## src/sv/hoth_pkg.sv

```systemverilog
// ----------------------------------------------------------------------------
// hoth_pkg
// Shared types and constants for the HTTP-over-TCP header extractor: frame
// phases, result kinds, protocol byte values and the parser-to-emitter entry.
// ----------------------------------------------------------------------------
package hoth_pkg;

  localparam int POSITION_BITS     = 16;
  localparam int LINK_HEADER_BYTES = 14;

  typedef logic [POSITION_BITS-1:0] pos_t;
  localparam pos_t POS_MAX = '1;

  // parser-to-emitter queue
  localparam int QUEUE_DEPTH = 4;
  localparam int QUEUE_AW    = $clog2(QUEUE_DEPTH);
  localparam int QUEUE_CW    = $clog2(QUEUE_DEPTH + 1);
  typedef logic [QUEUE_AW-1:0] qptr_t;
  typedef logic [QUEUE_CW-1:0] qcount_t;

  // configuration port
  localparam int CFG_DATA_BITS = 16;
  typedef enum logic [0:0] {
    CFG_SERVER_PORT = 1'b0,
    CFG_BODY_ENABLE = 1'b1
  } cfg_reg_t;

  typedef enum logic [2:0] {
    PH_LINK   = 3'd0,
    PH_IP     = 3'd1,
    PH_TCP    = 3'd2,
    PH_START  = 3'd3,
    PH_HEAD   = 3'd4,
    PH_BODY   = 3'd5,
    PH_IGNORE = 3'd6
  } phase_t;

  typedef enum logic [2:0] {
    KIND_SUMMARY  = 3'd0,
    KIND_CHAR     = 3'd1,
    KIND_LINE_END = 3'd2,
    KIND_BODY     = 3'd3,
    KIND_PKT_END  = 3'd4
  } kind_t;

  localparam logic [7:0] CHAR_G  = 8'h47;
  localparam logic [7:0] CHAR_H  = 8'h48;
  localparam logic [7:0] CHAR_P  = 8'h50;
  localparam logic [7:0] CHAR_CR = 8'h0D;

  localparam logic [3:0] MIN_HDR_WORDS = 4'd5;
  localparam int IP_SRC_OFF    = 12;
  localparam int IP_DST_OFF    = 16;
  localparam int TCP_DOFF_OFF  = 12;

  // one accepted byte's results: a first record, optionally followed by
  // a packet end (pair)
  typedef struct packed {
    kind_t       first_kind;
    logic [7:0]  ch;
    logic        mal;
    logic        pair;
    logic [31:0] pkt;
    logic [31:0] src;
    logic [31:0] dst;
    logic [15:0] sport;
    logic [15:0] dport;
  } entry_t;

endpackage

```

## src/sv/hoth_if.sv

```systemverilog
// ----------------------------------------------------------------------------
// hoth_in_if / hoth_out_if
// Valid/ready channels of the extractor: frame bytes in, result items out.
// ----------------------------------------------------------------------------
interface hoth_in_if;
  logic       valid;
  logic       ready;
  logic [7:0] data_byte;
  logic       frame_end;

  modport source (output valid, data_byte, frame_end, input ready);
  modport sink   (input valid, data_byte, frame_end, output ready);
endinterface

interface hoth_out_if;
  logic            valid;
  logic            ready;
  hoth_pkg::kind_t kind;
  logic [31:0]     packet_number;
  logic [31:0]     source_address;
  logic [31:0]     dest_address;
  logic [15:0]     source_tcp_port;
  logic [15:0]     dest_tcp_port;
  logic            is_response;
  logic [7:0]      char_out;
  logic            malformed;
  logic            run_last;

  modport source (output valid, kind, packet_number, source_address, dest_address,
                  source_tcp_port, dest_tcp_port, is_response, char_out, malformed,
                  run_last, input ready);
  modport sink   (input valid, kind, packet_number, source_address, dest_address,
                  source_tcp_port, dest_tcp_port, is_response, char_out, malformed,
                  run_last, output ready);
endinterface

```

## src/sv/hoth_parser.sv

```systemverilog
// ----------------------------------------------------------------------------
// hoth_parser
// Front end: takes one frame byte per cycle while the queue has room, walks
// the link/IP/TCP/HTTP phases and queues the results each byte causes.
// ----------------------------------------------------------------------------
module hoth_parser (
  input  logic             clk,
  input  logic             rst_n,
  hoth_in_if.sink          in_ch,
  input  logic             body_enable,
  input  logic             queue_full,
  output logic             push,
  output hoth_pkg::entry_t push_entry
);

  hoth_pkg::pos_t   pos_r, pos_nxt;
  hoth_pkg::phase_t phase_r, phase_nxt, phase_cur, phase_step;
  logic [3:0]       ip_words_r, ip_words_nxt;
  logic [3:0]       tcp_words_r, tcp_words_nxt;
  logic [31:0]      src_addr_r, src_addr_nxt;
  logic [31:0]      dst_addr_r, dst_addr_nxt;
  logic [15:0]      src_port_r, src_port_nxt;
  logic [15:0]      dst_port_r, dst_port_nxt;
  logic [31:0]      pkt_cnt_r, pkt_cnt_nxt;
  logic [7:0]       method_r, method_nxt;
  logic             skip_r, skip_nxt;
  logic             lwe_r, lwe_nxt;
  logic             bad_r, bad_nxt;

  logic             accept;
  logic             first;
  logic [7:0]       b;
  hoth_pkg::pos_t   off_ip;
  hoth_pkg::pos_t   off_tcp;
  logic [3:0]       ipw;
  logic [3:0]       tcpw;
  logic             ip_bad;
  logic             tcp_bad;
  logic             emit_a;
  hoth_pkg::kind_t  kind_a;
  logic [7:0]       ch_a;
  logic             mal;

  assign in_ch.ready = !queue_full;
  assign accept      = in_ch.valid && in_ch.ready;
  assign b           = in_ch.data_byte;
  assign first       = (pos_r == '0);
  assign phase_cur   = first ? hoth_pkg::PH_LINK : phase_r;

  assign off_ip  = pos_r - hoth_pkg::pos_t'(hoth_pkg::LINK_HEADER_BYTES);
  assign off_tcp = off_ip - hoth_pkg::pos_t'({ip_words_r, 2'b00});
  assign ipw     = (off_ip == '0) ? b[3:0] : ip_words_r;
  assign tcpw    = (off_tcp == hoth_pkg::pos_t'(hoth_pkg::TCP_DOFF_OFF)) ? b[7:4]
                                                                         : tcp_words_r;
  assign ip_bad  = (off_ip == '0) && (b[3:0] < hoth_pkg::MIN_HDR_WORDS);
  assign tcp_bad = (off_tcp == hoth_pkg::pos_t'(hoth_pkg::TCP_DOFF_OFF)) &&
                   (b[7:4] < hoth_pkg::MIN_HDR_WORDS);

  always_comb begin
    // frame start clears the per-frame state
    phase_step    = phase_cur;
    ip_words_nxt  = first ? 4'd0 : ip_words_r;
    tcp_words_nxt = first ? 4'd0 : tcp_words_r;
    src_addr_nxt  = first ? 32'd0 : src_addr_r;
    dst_addr_nxt  = first ? 32'd0 : dst_addr_r;
    src_port_nxt  = first ? 16'd0 : src_port_r;
    dst_port_nxt  = first ? 16'd0 : dst_port_r;
    pkt_cnt_nxt   = first ? pkt_cnt_r + 32'd1 : pkt_cnt_r;
    method_nxt    = first ? 8'd0 : method_r;
    skip_nxt      = first ? 1'b0 : skip_r;
    lwe_nxt       = first ? 1'b0 : lwe_r;
    bad_nxt       = first ? 1'b0 : bad_r;
    emit_a        = 1'b0;
    kind_a        = hoth_pkg::KIND_SUMMARY;
    ch_a          = 8'd0;

    unique case (phase_cur)
      hoth_pkg::PH_LINK: begin
        if (pos_r >= hoth_pkg::pos_t'(hoth_pkg::LINK_HEADER_BYTES - 1))
          phase_step = hoth_pkg::PH_IP;
      end
      hoth_pkg::PH_IP: begin
        if (off_ip == '0) ip_words_nxt = b[3:0];
        if (ip_bad) begin
          bad_nxt    = 1'b1;
          phase_step = hoth_pkg::PH_IGNORE;
        end else begin
          if (off_ip >= hoth_pkg::pos_t'(hoth_pkg::IP_SRC_OFF) &&
              off_ip <= hoth_pkg::pos_t'(hoth_pkg::IP_SRC_OFF + 3))
            src_addr_nxt = {src_addr_r[23:0], b};
          else if (off_ip >= hoth_pkg::pos_t'(hoth_pkg::IP_DST_OFF) &&
                   off_ip <= hoth_pkg::pos_t'(hoth_pkg::IP_DST_OFF + 3))
            dst_addr_nxt = {dst_addr_r[23:0], b};
          if (off_ip >= hoth_pkg::pos_t'({ipw, 2'b00} - 6'd1))
            phase_step = hoth_pkg::PH_TCP;
        end
      end
      hoth_pkg::PH_TCP: begin
        if (off_tcp <= hoth_pkg::pos_t'(1))
          src_port_nxt = {src_port_r[7:0], b};
        else if (off_tcp <= hoth_pkg::pos_t'(3))
          dst_port_nxt = {dst_port_r[7:0], b};
        else if (off_tcp == hoth_pkg::pos_t'(hoth_pkg::TCP_DOFF_OFF))
          tcp_words_nxt = b[7:4];
        if (tcp_bad) begin
          bad_nxt    = 1'b1;
          phase_step = hoth_pkg::PH_IGNORE;
        end else if (off_tcp >= hoth_pkg::pos_t'(hoth_pkg::TCP_DOFF_OFF) &&
                     off_tcp >= hoth_pkg::pos_t'({tcpw, 2'b00} - 6'd1)) begin
          emit_a     = 1'b1;
          kind_a     = hoth_pkg::KIND_SUMMARY;
          phase_step = hoth_pkg::PH_START;
        end
      end
      hoth_pkg::PH_START: begin
        method_nxt = b;
        if (b == hoth_pkg::CHAR_G || b == hoth_pkg::CHAR_H || b == hoth_pkg::CHAR_P) begin
          emit_a     = 1'b1;
          kind_a     = hoth_pkg::KIND_CHAR;
          ch_a       = b;
          lwe_nxt    = 1'b0;
          skip_nxt   = 1'b0;
          phase_step = hoth_pkg::PH_HEAD;
        end else begin
          phase_step = hoth_pkg::PH_IGNORE;
        end
      end
      hoth_pkg::PH_HEAD: begin
        if (skip_r) begin
          skip_nxt = 1'b0;
        end else if (b == hoth_pkg::CHAR_CR) begin
          emit_a   = 1'b1;
          kind_a   = hoth_pkg::KIND_LINE_END;
          skip_nxt = 1'b1;
          // second CR with nothing between: blank line ends the headers
          if (lwe_r)
            phase_step = (method_r == hoth_pkg::CHAR_P && body_enable) ? hoth_pkg::PH_BODY
                                                                       : hoth_pkg::PH_IGNORE;
          lwe_nxt = 1'b1;
        end else begin
          emit_a  = 1'b1;
          kind_a  = hoth_pkg::KIND_CHAR;
          ch_a    = b;
          lwe_nxt = 1'b0;
        end
      end
      hoth_pkg::PH_BODY: begin
        if (skip_r) begin
          skip_nxt = 1'b0;
        end else begin
          emit_a = 1'b1;
          kind_a = hoth_pkg::KIND_BODY;
          ch_a   = b;
        end
      end
      default: begin
      end
    endcase

    mal = bad_nxt || phase_step == hoth_pkg::PH_LINK || phase_step == hoth_pkg::PH_IP ||
          phase_step == hoth_pkg::PH_TCP;

    phase_nxt = phase_step;
    pos_nxt   = pos_r;
    if (in_ch.frame_end) begin
      pos_nxt   = '0;
      phase_nxt = hoth_pkg::PH_LINK;
    end else if (pos_r != hoth_pkg::POS_MAX) begin
      pos_nxt = pos_r + hoth_pkg::pos_t'(1);
    end

    push                  = accept && (emit_a || in_ch.frame_end);
    push_entry.first_kind = emit_a ? kind_a : hoth_pkg::KIND_PKT_END;
    push_entry.ch         = emit_a ? ch_a : 8'd0;
    push_entry.mal        = mal;
    push_entry.pair       = emit_a && in_ch.frame_end;
    push_entry.pkt        = pkt_cnt_nxt;
    push_entry.src        = src_addr_nxt;
    push_entry.dst        = dst_addr_nxt;
    push_entry.sport      = src_port_nxt;
    push_entry.dport      = dst_port_nxt;
  end

  always_ff @(posedge clk) begin
    if (!rst_n) begin
      pos_r       <= '0;
      phase_r     <= hoth_pkg::PH_LINK;
      ip_words_r  <= 4'd0;
      tcp_words_r <= 4'd0;
      pkt_cnt_r   <= 32'd0;
      method_r    <= 8'd0;
      skip_r      <= 1'b0;
      lwe_r       <= 1'b0;
      bad_r       <= 1'b0;
    end else if (accept) begin
      pos_r       <= pos_nxt;
      phase_r     <= phase_nxt;
      ip_words_r  <= ip_words_nxt;
      tcp_words_r <= tcp_words_nxt;
      pkt_cnt_r   <= pkt_cnt_nxt;
      method_r    <= method_nxt;
      skip_r      <= skip_nxt;
      lwe_r       <= lwe_nxt;
      bad_r       <= bad_nxt;
    end
  end

  // captured header fields; cleared on each frame start
  always_ff @(posedge clk) begin
    if (accept) begin
      src_addr_r <= src_addr_nxt;
      dst_addr_r <= dst_addr_nxt;
      src_port_r <= src_port_nxt;
      dst_port_r <= dst_port_nxt;
    end
  end

  a_bad_ignores: assert property (@(posedge clk) disable iff (!rst_n)
    bad_r && pos_r != '0 |-> phase_r == hoth_pkg::PH_IGNORE)
    else $error("bad header length but parser not ignoring rest of frame");

endmodule

```

## src/sv/hoth_fifo.sv

```systemverilog
// ----------------------------------------------------------------------------
// hoth_fifo
// Short queue between parser and emitter; each entry holds the results of
// one frame byte.
// ----------------------------------------------------------------------------
module hoth_fifo (
  input  logic             clk,
  input  logic             rst_n,
  input  logic             push,
  input  hoth_pkg::entry_t push_entry,
  input  logic             pop,
  output hoth_pkg::entry_t head,
  output logic             head_valid,
  output logic             full
);

  hoth_pkg::entry_t   mem_r [hoth_pkg::QUEUE_DEPTH];
  hoth_pkg::qptr_t    wr_ptr_r, wr_ptr_nxt;
  hoth_pkg::qptr_t    rd_ptr_r, rd_ptr_nxt;
  hoth_pkg::qcount_t  count_r, count_nxt;

  localparam hoth_pkg::qptr_t LAST_SLOT = hoth_pkg::qptr_t'(hoth_pkg::QUEUE_DEPTH - 1);
  localparam hoth_pkg::qcount_t DEPTH_C = hoth_pkg::qcount_t'(hoth_pkg::QUEUE_DEPTH);

  assign head       = mem_r[rd_ptr_r];
  assign head_valid = (count_r != '0);
  assign full       = (count_r == DEPTH_C);

  always_comb begin
    wr_ptr_nxt = wr_ptr_r;
    rd_ptr_nxt = rd_ptr_r;
    count_nxt  = count_r;
    if (push) wr_ptr_nxt = (wr_ptr_r == LAST_SLOT) ? '0 : wr_ptr_r + hoth_pkg::qptr_t'(1);
    if (pop)  rd_ptr_nxt = (rd_ptr_r == LAST_SLOT) ? '0 : rd_ptr_r + hoth_pkg::qptr_t'(1);
    case ({push, pop})
      2'b10:   count_nxt = count_r + hoth_pkg::qcount_t'(1);
      2'b01:   count_nxt = count_r - hoth_pkg::qcount_t'(1);
      default: count_nxt = count_r;
    endcase
  end

  always_ff @(posedge clk) begin
    if (!rst_n) begin
      wr_ptr_r <= '0;
      rd_ptr_r <= '0;
      count_r  <= '0;
    end else begin
      wr_ptr_r <= wr_ptr_nxt;
      rd_ptr_r <= rd_ptr_nxt;
      count_r  <= count_nxt;
    end
  end

  always_ff @(posedge clk) begin
    if (push) mem_r[wr_ptr_r] <= push_entry;
  end

  a_no_overflow: assert property (@(posedge clk) disable iff (!rst_n)
    push |-> !full)
    else $error("queue written while full");

  a_no_underflow: assert property (@(posedge clk) disable iff (!rst_n)
    pop |-> head_valid)
    else $error("queue popped while empty");

endmodule

```

## src/sv/hoth_emitter.sv

```systemverilog
// ----------------------------------------------------------------------------
// hoth_emitter
// Back end: unpacks queued entries into result items, one per cycle while
// out_ch.ready does not stall it, into a registered output stage.
// ----------------------------------------------------------------------------
module hoth_emitter (
  input  logic             clk,
  input  logic             rst_n,
  input  hoth_pkg::entry_t head,
  input  logic             head_valid,
  input  logic [15:0]      server_port,
  output logic             pop,
  hoth_out_if.source       out_ch
);

  logic            out_valid_r, out_valid_nxt;
  logic            sub_r, sub_nxt;
  hoth_pkg::kind_t kind_r;
  logic [31:0]     pkt_r, src_r, dst_r;
  logic [15:0]     sport_r, dport_r;
  logic            resp_r;
  logic [7:0]      ch_r;
  logic            mal_r;
  logic            last_r;

  logic            load;
  logic            take;
  hoth_pkg::kind_t rec_kind;

  assign load     = !out_valid_r || out_ch.ready;
  assign take     = load && head_valid;
  // second half of a pair is always the packet end
  assign rec_kind = sub_r ? hoth_pkg::KIND_PKT_END : head.first_kind;

  always_comb begin
    pop           = take && (sub_r || !head.pair);
    sub_nxt       = take ? (!sub_r && head.pair) : sub_r;
    out_valid_nxt = load ? head_valid : out_valid_r;
  end

  always_ff @(posedge clk) begin
    if (!rst_n) begin
      out_valid_r <= 1'b0;
      sub_r       <= 1'b0;
    end else begin
      out_valid_r <= out_valid_nxt;
      sub_r       <= sub_nxt;
    end
  end

  always_ff @(posedge clk) begin
    if (take) begin
      kind_r  <= rec_kind;
      pkt_r   <= head.pkt;
      src_r   <= head.src;
      dst_r   <= head.dst;
      sport_r <= head.sport;
      dport_r <= head.dport;
      resp_r  <= (head.sport == server_port);
      ch_r    <= sub_r ? 8'd0 : head.ch;
      mal_r   <= (rec_kind == hoth_pkg::KIND_PKT_END) ? head.mal : 1'b0;
      last_r  <= sub_r || !head.pair;
    end
  end

  assign out_ch.valid           = out_valid_r;
  assign out_ch.kind            = kind_r;
  assign out_ch.packet_number   = pkt_r;
  assign out_ch.source_address  = src_r;
  assign out_ch.dest_address    = dst_r;
  assign out_ch.source_tcp_port = sport_r;
  assign out_ch.dest_tcp_port   = dport_r;
  assign out_ch.is_response     = resp_r;
  assign out_ch.char_out        = ch_r;
  assign out_ch.malformed       = mal_r;
  assign out_ch.run_last        = last_r;

  a_end_is_last: assert property (@(posedge clk) disable iff (!rst_n)
    out_valid_r && kind_r == hoth_pkg::KIND_PKT_END |-> last_r)
    else $error("packet end not marked as last result of its byte");

  a_mal_only_end: assert property (@(posedge clk) disable iff (!rst_n)
    out_valid_r && kind_r != hoth_pkg::KIND_PKT_END |-> !mal_r)
    else $error("malformed flag on a non packet-end item");

endmodule

```

## src/sv/http_over_tcp_header_extractor.sv

```systemverilog
// ----------------------------------------------------------------------------
// http_over_tcp_header_extractor
// Parses captured Ethernet/IPv4/TCP frames a byte at a time and emits a
// summary, HTTP header characters, line ends, body bytes and packet ends.
// ----------------------------------------------------------------------------
// Usage:
//   in_ch  : one frame byte per item, frame_end set on the last byte.
//   out_ch : result items; a byte causes zero, one or two items, and
//            run_last marks the final item of each byte.
//   cfg_*  : write-only registers (server port, body enable); the user must write
//            them only while the block is idle, the block itself does not enforce it.
// Timing: a byte is taken each clock while the parser-to-emitter queue
//   (4 entries) has room. Its results pass through the queue and then the
//   registered output stage. Output runs at one item per clock while
//   out_ch.ready is high, so a byte that causes two items (any item plus the
//   frame end) holds the output for both items; the queue absorbs these.
// Reset: synchronous; parser starts in the link header phase, packet count
//   is zero, queue and output stage are empty, registers take 80 and 1.
// Output stall: the output register holds; the queue fills and in_ch.ready
//   drops once it is full.
// ----------------------------------------------------------------------------
module http_over_tcp_header_extractor (
  input  logic                               clk,
  input  logic                               rst_n,
  hoth_in_if.sink                            in_ch,
  hoth_out_if.source                         out_ch,
  input  logic                               cfg_we,
  input  hoth_pkg::cfg_reg_t                 cfg_index,
  input  logic [hoth_pkg::CFG_DATA_BITS-1:0] cfg_wdata
);

  logic [15:0]      server_port_r;
  logic             body_enable_r;

  logic             push;
  logic             pop;
  logic             full;
  logic             head_valid;
  hoth_pkg::entry_t push_entry;
  hoth_pkg::entry_t head;

  always_ff @(posedge clk) begin
    if (!rst_n) begin
      server_port_r <= 16'd80;
      body_enable_r <= 1'b1;
    end else if (cfg_we) begin
      unique case (cfg_index)
        hoth_pkg::CFG_SERVER_PORT: server_port_r <= cfg_wdata[15:0];
        hoth_pkg::CFG_BODY_ENABLE: body_enable_r <= cfg_wdata[0];
        default: begin
        end
      endcase
    end
  end

  hoth_parser u_parser (
    .clk        (clk),
    .rst_n      (rst_n),
    .in_ch      (in_ch),
    .body_enable(body_enable_r),
    .queue_full (full),
    .push       (push),
    .push_entry (push_entry)
  );

  hoth_fifo u_fifo (
    .clk       (clk),
    .rst_n     (rst_n),
    .push      (push),
    .push_entry(push_entry),
    .pop       (pop),
    .head      (head),
    .head_valid(head_valid),
    .full      (full)
  );

  hoth_emitter u_emitter (
    .clk        (clk),
    .rst_n      (rst_n),
    .head       (head),
    .head_valid (head_valid),
    .server_port(server_port_r),
    .pop        (pop),
    .out_ch     (out_ch)
  );

endmodule

```

## src/flat_wrapper.sv

```systemverilog
// flat-port wrapper written by rule: the top's interface ports become plain ports
module http_over_tcp_header_extractor_flat 
  (clk, rst_n, cfg_we, cfg_index, cfg_wdata, in_ch_valid, in_ch_data_byte, in_ch_frame_end, in_ch_ready, out_ch_valid, out_ch_kind, out_ch_packet_number, out_ch_source_address, out_ch_dest_address, out_ch_source_tcp_port, out_ch_dest_tcp_port, out_ch_is_response, out_ch_char_out, out_ch_malformed, out_ch_run_last, out_ch_ready);
  hoth_in_if in_ch_i ();
  hoth_out_if out_ch_i ();
  input  logic clk;
  input  logic rst_n;
  input  logic cfg_we;
  input  hoth_pkg::cfg_reg_t cfg_index;
  input  logic [hoth_pkg::CFG_DATA_BITS-1:0] cfg_wdata;
  input wire logic [$bits(in_ch_i.valid)-1:0] in_ch_valid;
  input wire logic [$bits(in_ch_i.data_byte)-1:0] in_ch_data_byte;
  input wire logic [$bits(in_ch_i.frame_end)-1:0] in_ch_frame_end;
  output wire logic [$bits(in_ch_i.ready)-1:0] in_ch_ready;
  output wire logic [$bits(out_ch_i.valid)-1:0] out_ch_valid;
  output wire logic [$bits(out_ch_i.kind)-1:0] out_ch_kind;
  output wire logic [$bits(out_ch_i.packet_number)-1:0] out_ch_packet_number;
  output wire logic [$bits(out_ch_i.source_address)-1:0] out_ch_source_address;
  output wire logic [$bits(out_ch_i.dest_address)-1:0] out_ch_dest_address;
  output wire logic [$bits(out_ch_i.source_tcp_port)-1:0] out_ch_source_tcp_port;
  output wire logic [$bits(out_ch_i.dest_tcp_port)-1:0] out_ch_dest_tcp_port;
  output wire logic [$bits(out_ch_i.is_response)-1:0] out_ch_is_response;
  output wire logic [$bits(out_ch_i.char_out)-1:0] out_ch_char_out;
  output wire logic [$bits(out_ch_i.malformed)-1:0] out_ch_malformed;
  output wire logic [$bits(out_ch_i.run_last)-1:0] out_ch_run_last;
  input wire logic [$bits(out_ch_i.ready)-1:0] out_ch_ready;
  assign in_ch_i.valid = in_ch_valid;
  assign in_ch_i.data_byte = in_ch_data_byte;
  assign in_ch_i.frame_end = in_ch_frame_end;
  assign in_ch_ready = in_ch_i.ready;
  assign out_ch_valid = out_ch_i.valid;
  assign out_ch_kind = out_ch_i.kind;
  assign out_ch_packet_number = out_ch_i.packet_number;
  assign out_ch_source_address = out_ch_i.source_address;
  assign out_ch_dest_address = out_ch_i.dest_address;
  assign out_ch_source_tcp_port = out_ch_i.source_tcp_port;
  assign out_ch_dest_tcp_port = out_ch_i.dest_tcp_port;
  assign out_ch_is_response = out_ch_i.is_response;
  assign out_ch_char_out = out_ch_i.char_out;
  assign out_ch_malformed = out_ch_i.malformed;
  assign out_ch_run_last = out_ch_i.run_last;
  assign out_ch_i.ready = out_ch_ready;
  http_over_tcp_header_extractor u_core (.clk(clk), .rst_n(rst_n), .in_ch(in_ch_i), .out_ch(out_ch_i), .cfg_we(cfg_we), .cfg_index(cfg_index), .cfg_wdata(cfg_wdata));
endmodule
```

## config.mk

```make
export PLATFORM = sky130hd
export DESIGN_NAME = http_over_tcp_header_extractor_flat
export DESIGN_NICKNAME = d
export VERILOG_FILES = /design/src/sv/hoth_pkg.sv /design/src/sv/hoth_if.sv /design/src/sv/hoth_parser.sv /design/src/sv/hoth_fifo.sv /design/src/sv/hoth_emitter.sv /design/src/sv/http_over_tcp_header_extractor.sv /design/src/flat_wrapper.sv
export SDC_FILE = /design/constraint.sdc
export NUM_CORES = 1
export LEC_CHECK = 0
export BUFFER_PORTS_ARGS = -buffer_cell sky130_fd_sc_hd__buf_2
export CAP_MARGIN = 25
export CORE_AREA = 2 2 205 287
export CTS_BUF_LIST = sky130_fd_sc_hd__clkbuf_2
export CTS_CLUSTER_DIAMETER = 200
export DETAILED_ROUTE_END_ITERATION = 10
export DIE_AREA = 0 0 207 289
export GPL_ROUTABILITY_DRIVEN = 0
export PLACE_DENSITY = 0.9
export SYNTH_ARGS = -nofsm -noshare
export SYNTH_HDL_FRONTEND = slang
export SYNTH_SLANG_ARGS = --single-unit
export TNS_END_PERCENT = 1
```

## constraint.sdc

```tcl
create_clock -name clk -period 11.3 [get_ports clk]
set_input_delay 1.13 -clock clk [delete_from_list [all_inputs] [get_ports clk]]
set_output_delay 1.13 -clock clk [all_outputs]
set_load 0.01 [all_outputs]
```

==> qor.yml <==
clock_tree:
  cts_tree: "yes"
  cts-buffers-inserted: 186
  clockBufferDepth: 3
  cts_setup_buffers: 0
  cts.sink_count: 900
  clock-root-buffer: "clkbuf_2"
  clk_pin_slew_ps: 110
  postCtsHoldBufs: 0
  post_cts_resized: 0
  cts-htree-levels: 4
  clkLatencyLatePin_ps: 1220
floorplanning:
  die_x_um: 207
  fp-row-count: 104
  die_area_um2: 59800
  die_h_um: 289
  initial_core_util_pct: 63.3
  pin_count: 175
  core-area_um2: 57300
setup_path:
  startpoint_type: "flop"
  r2r_cells: 24
  cp.arrival_ps: 8580
  end_kind: "flop"
  required_ps: 12120
  crit_type: "reg2reg"
  path_max_fanout: 60
synth:
  synth_cells: 2241
  yosysMostFrequentCell: "edfxtp_1"
  ys_warn_count: 0
  synthArstFlopShare_pct: 0
  synthXorXnorAreaFrac_pct: 2.75
  synth.avg_cell_area_um2: 16.2
  synth_common_cells: "edfxtp_1, nand2_1, mux4_2"
  netlist_area_um2: 36200
  synth-seq-area-share_pct: 71.8
  synth_edf_count: 802
  yosysTopAreaCellShare_pct: 66.4
  synthDistinctLibCells: 78
  ys_ff_latch: 900
  synth-simple-area-share_pct: 8.35
  synth_fa_ha_area_share_pct: 1.66
  yosys-top-cells-area: "edfxtp_1, mux4_2, dfxtp_1, nand2_1, xnor2_1"
  synth_compound_area_share_pct: 4.40
  synth_top_family_by_area: "multiplexers"
  synthMuxAreaShare_pct: 9.18
  synth_area_leader_cell: "edfxtp_1"
  synthesis.nets: 2319
  synth-main-ff-cell: "edfxtp_1"
pwr:
  irDropWorstVdd_uv: 140
  leakagePower_uw: 0.0134
  p_per_area_nw_per_um2: 199
placed_design:
  place_hpwl_um: 46300
  io_buffers: 174
  post_dp_cell_area_um2: 37800
  dp_cells: 3064
global_routing:
  grt_overflow: 0
  grt_max_degree: 115
  antenna_found_initial: 1
  grt_pass1_wl_um: 114000
  grt_pass1_vias: 21000
  grtUsageTotal_pct: 24.9
drt:
  dr_wl_met3_um: 5450
  first_iter_violations: 1965
  drc: 0
  route.met2.wl_um: 40000
  top_layer_used: "met4"
  wl_met1_um: 27000
  detail_route.wl_per_cell_um: 22.1
  drt-total-wl_um: 75000
  via_per_inst: 6.05
  vias: 20600
  dr.pass1.iters: 6
  ant_nets: 0
layout:
  area_growth_pct: 8.90
  drive_gt1_share_pct: 26.1
  fin_area_um2: 39500
  stdcell_count: 3398
  nets: 2590
sta:
  worstMarginPinSlew_ps: 1080
  fmax_mhz: 129
  timing.final.crit_period_ps: 7770
  min_period_over_period_pct: 68.7
  max_slew_margin_pct: 28.0
  setup_tns_ps: 0
  drv_slew: 0
  finalSetupViolations: 0
  skew_ps: 80.6
  rsz0062_at_grt: "no"
  hold_viol: 0
outcome:
  status: "complete, no violations"
run:
  max_cap_violations: 0
min_path:
  min_delay_path_depth: 3
  min_path_type: "in2reg"
[cell families after synthesis]
kind of cell / Yosys count
compound gates: 254
simple gates: 623
mux: 156
buf+inv: 151
fa+ha+maj: 47
xor+xnor: 110
flops: 900
[sequential cells by signal, indices dropped and copies added (netlist names), 2 cells and up, named ones only]
signal,cells
u_core.u_emitter.out_ch.kind,3
u_core.u_parser.tcp_words_r,4
u_core.u_parser.dst_addr_r,32
u_core.u_fifo.mem_r,564
u_core.u_parser.phase_r,3
u_core.u_emitter.out_ch.source_address,32
u_core.u_parser.method_r,8
u_core.u_parser.ip_words_r,4
u_core.u_parser.pkt_cnt_r,32
u_core.u_fifo.count_r,3
u_core.u_emitter.out_ch.dest_tcp_port,16
u_core.u_fifo.wr_ptr_r,2
u_core.u_emitter.out_ch.dest_address,32
u_core.u_emitter.out_ch.char_out,8
u_core.u_parser.src_addr_r,32
u_core.u_emitter.out_ch.packet_number,32
u_core.u_parser.pos_r,16
u_core.u_fifo.rd_ptr_r,2
u_core.u_emitter.out_ch.source_tcp_port,16
u_core.u_parser.dst_port_r,16
u_core.server_port_r,16
u_core.u_parser.src_port_r,16
[worst max-delay path, stage by stage (launching register included)]
cell	delay (ps)
dfxtp_1	600
nand3_1	270
xnor2_1	420
inv_1	150
ha_1	380
a21o_1	200
a21oi_1	340
nand3_1	240
nor2_1	210
mux2_2	350
a31o_2	270
nand4_2	190
mux2i_1	260
ha_1	230
o21ai_0	160
buf_2	220
ha_1	320
and4_1	200
o21ai_0	110
nor3_1	190
o21ai_0	110
a21o_1	230
a21oi_4	270
and2_4	580
buf_4	820
[final timing paths]
check | to | start | slack [ps]
setup / recovery | u_core.u_fifo.mem_r[0][29] | u_core.u_parser.pos_r[3] | 3530
hold / removal | u_core.server_port_r[4] | cfg_wdata[4] | 150
hold reg to reg | u_core.u_parser.ip_words_r[3] | u_core.u_parser.ip_words_r[3] | 480
setup reg to reg | u_core.u_fifo.mem_r[0][29] | u_core.u_parser.pos_r[3] | 3530
[final cells by class]
class                           count  area, um2
Sequential cell                   900      26100
Fill cell                        3574      17800
Multi-Input combinational cell   1190       9570
Clock buffer                      285       1430
Timing Repair Buffer              197       1090
Tap cell                          742        928
Clock inverter                     46        254
Inverter                           37        146
Antenna cell                        1       2.50
[where the power goes]
part | internal [uW] | leakage, uW | total (uW) | switching (uW)
registers | 4260 | 0.00821 | 4440 | 187
clock network | 712 | 0.00129 | 1870 | 1150
logic | 600 | 0.00392 | 1530 | 933
[cell usage in the layout, fill, tap and decap left out, types with 7 or more instances in the layout]
cell / netlist / final
o21a_1: 7 / 7
xnor2_1: 66 / 66
xor2_1: 41 / 41
nand3_1: 41 / 41
o21ai_1: 11 / 11
mux4_2: 141 / 141
a21boi_0: 32 / 32
a22oi_1: 11 / 11
mux2i_1: 14 / 14
a21oi_1: 22 / 22
dfxtp_1: 98 / 96
clkbuf_2: 0 / 285
and2_1: 46 / 42
buf_4: 2 / 19
nor3_1: 22 / 22
nand4_1: 23 / 23
ha_1: 45 / 45
nor4_1: 8 / 8
o21ai_0: 109 / 109
clkinv_1: 1 / 31
edfxtp_1: 802 / 802
nor2b_1: 19 / 19
and3_1: 16 / 16
buf_2: 22 / 175
or3_1: 25 / 25
a31oi_1: 7 / 7
nand2_1: 317 / 316
o21ai_2: 15 / 15
a21o_1: 10 / 10
nor2_1: 62 / 61
inv_1: 35 / 34
[metal layers]
layer  vias to the layer above  track usage, %
met2                      1031            44.7
met1                     10200            29.8
met3                       183            4.21
met5                         -               0
li1                       9179               -
met4                         0            11.3
[stage by stage]
| stage | worst slack, ps | hold slack [ps] | power, uW | utilization [%] |
|---|---|---|---|---|
| 2_1_floorplan | 2380 | 431 | 5480 | - |
| 3_3_place_gp | 3840 | 455 | 6020 | 65.9 |
| 3_5_place_dp | 3440 | 468 | 6080 | 66.0 |
| 4_1_cts | 3390 | 26.4 | 7920 | 68.9 |
| 5_1_grt | 2980 | 80.1 | 8180 | 68.9 |
| 6_report | 3530 | 148 | 7840 | 68.9 |
Power figures use the tool's default switching activity.
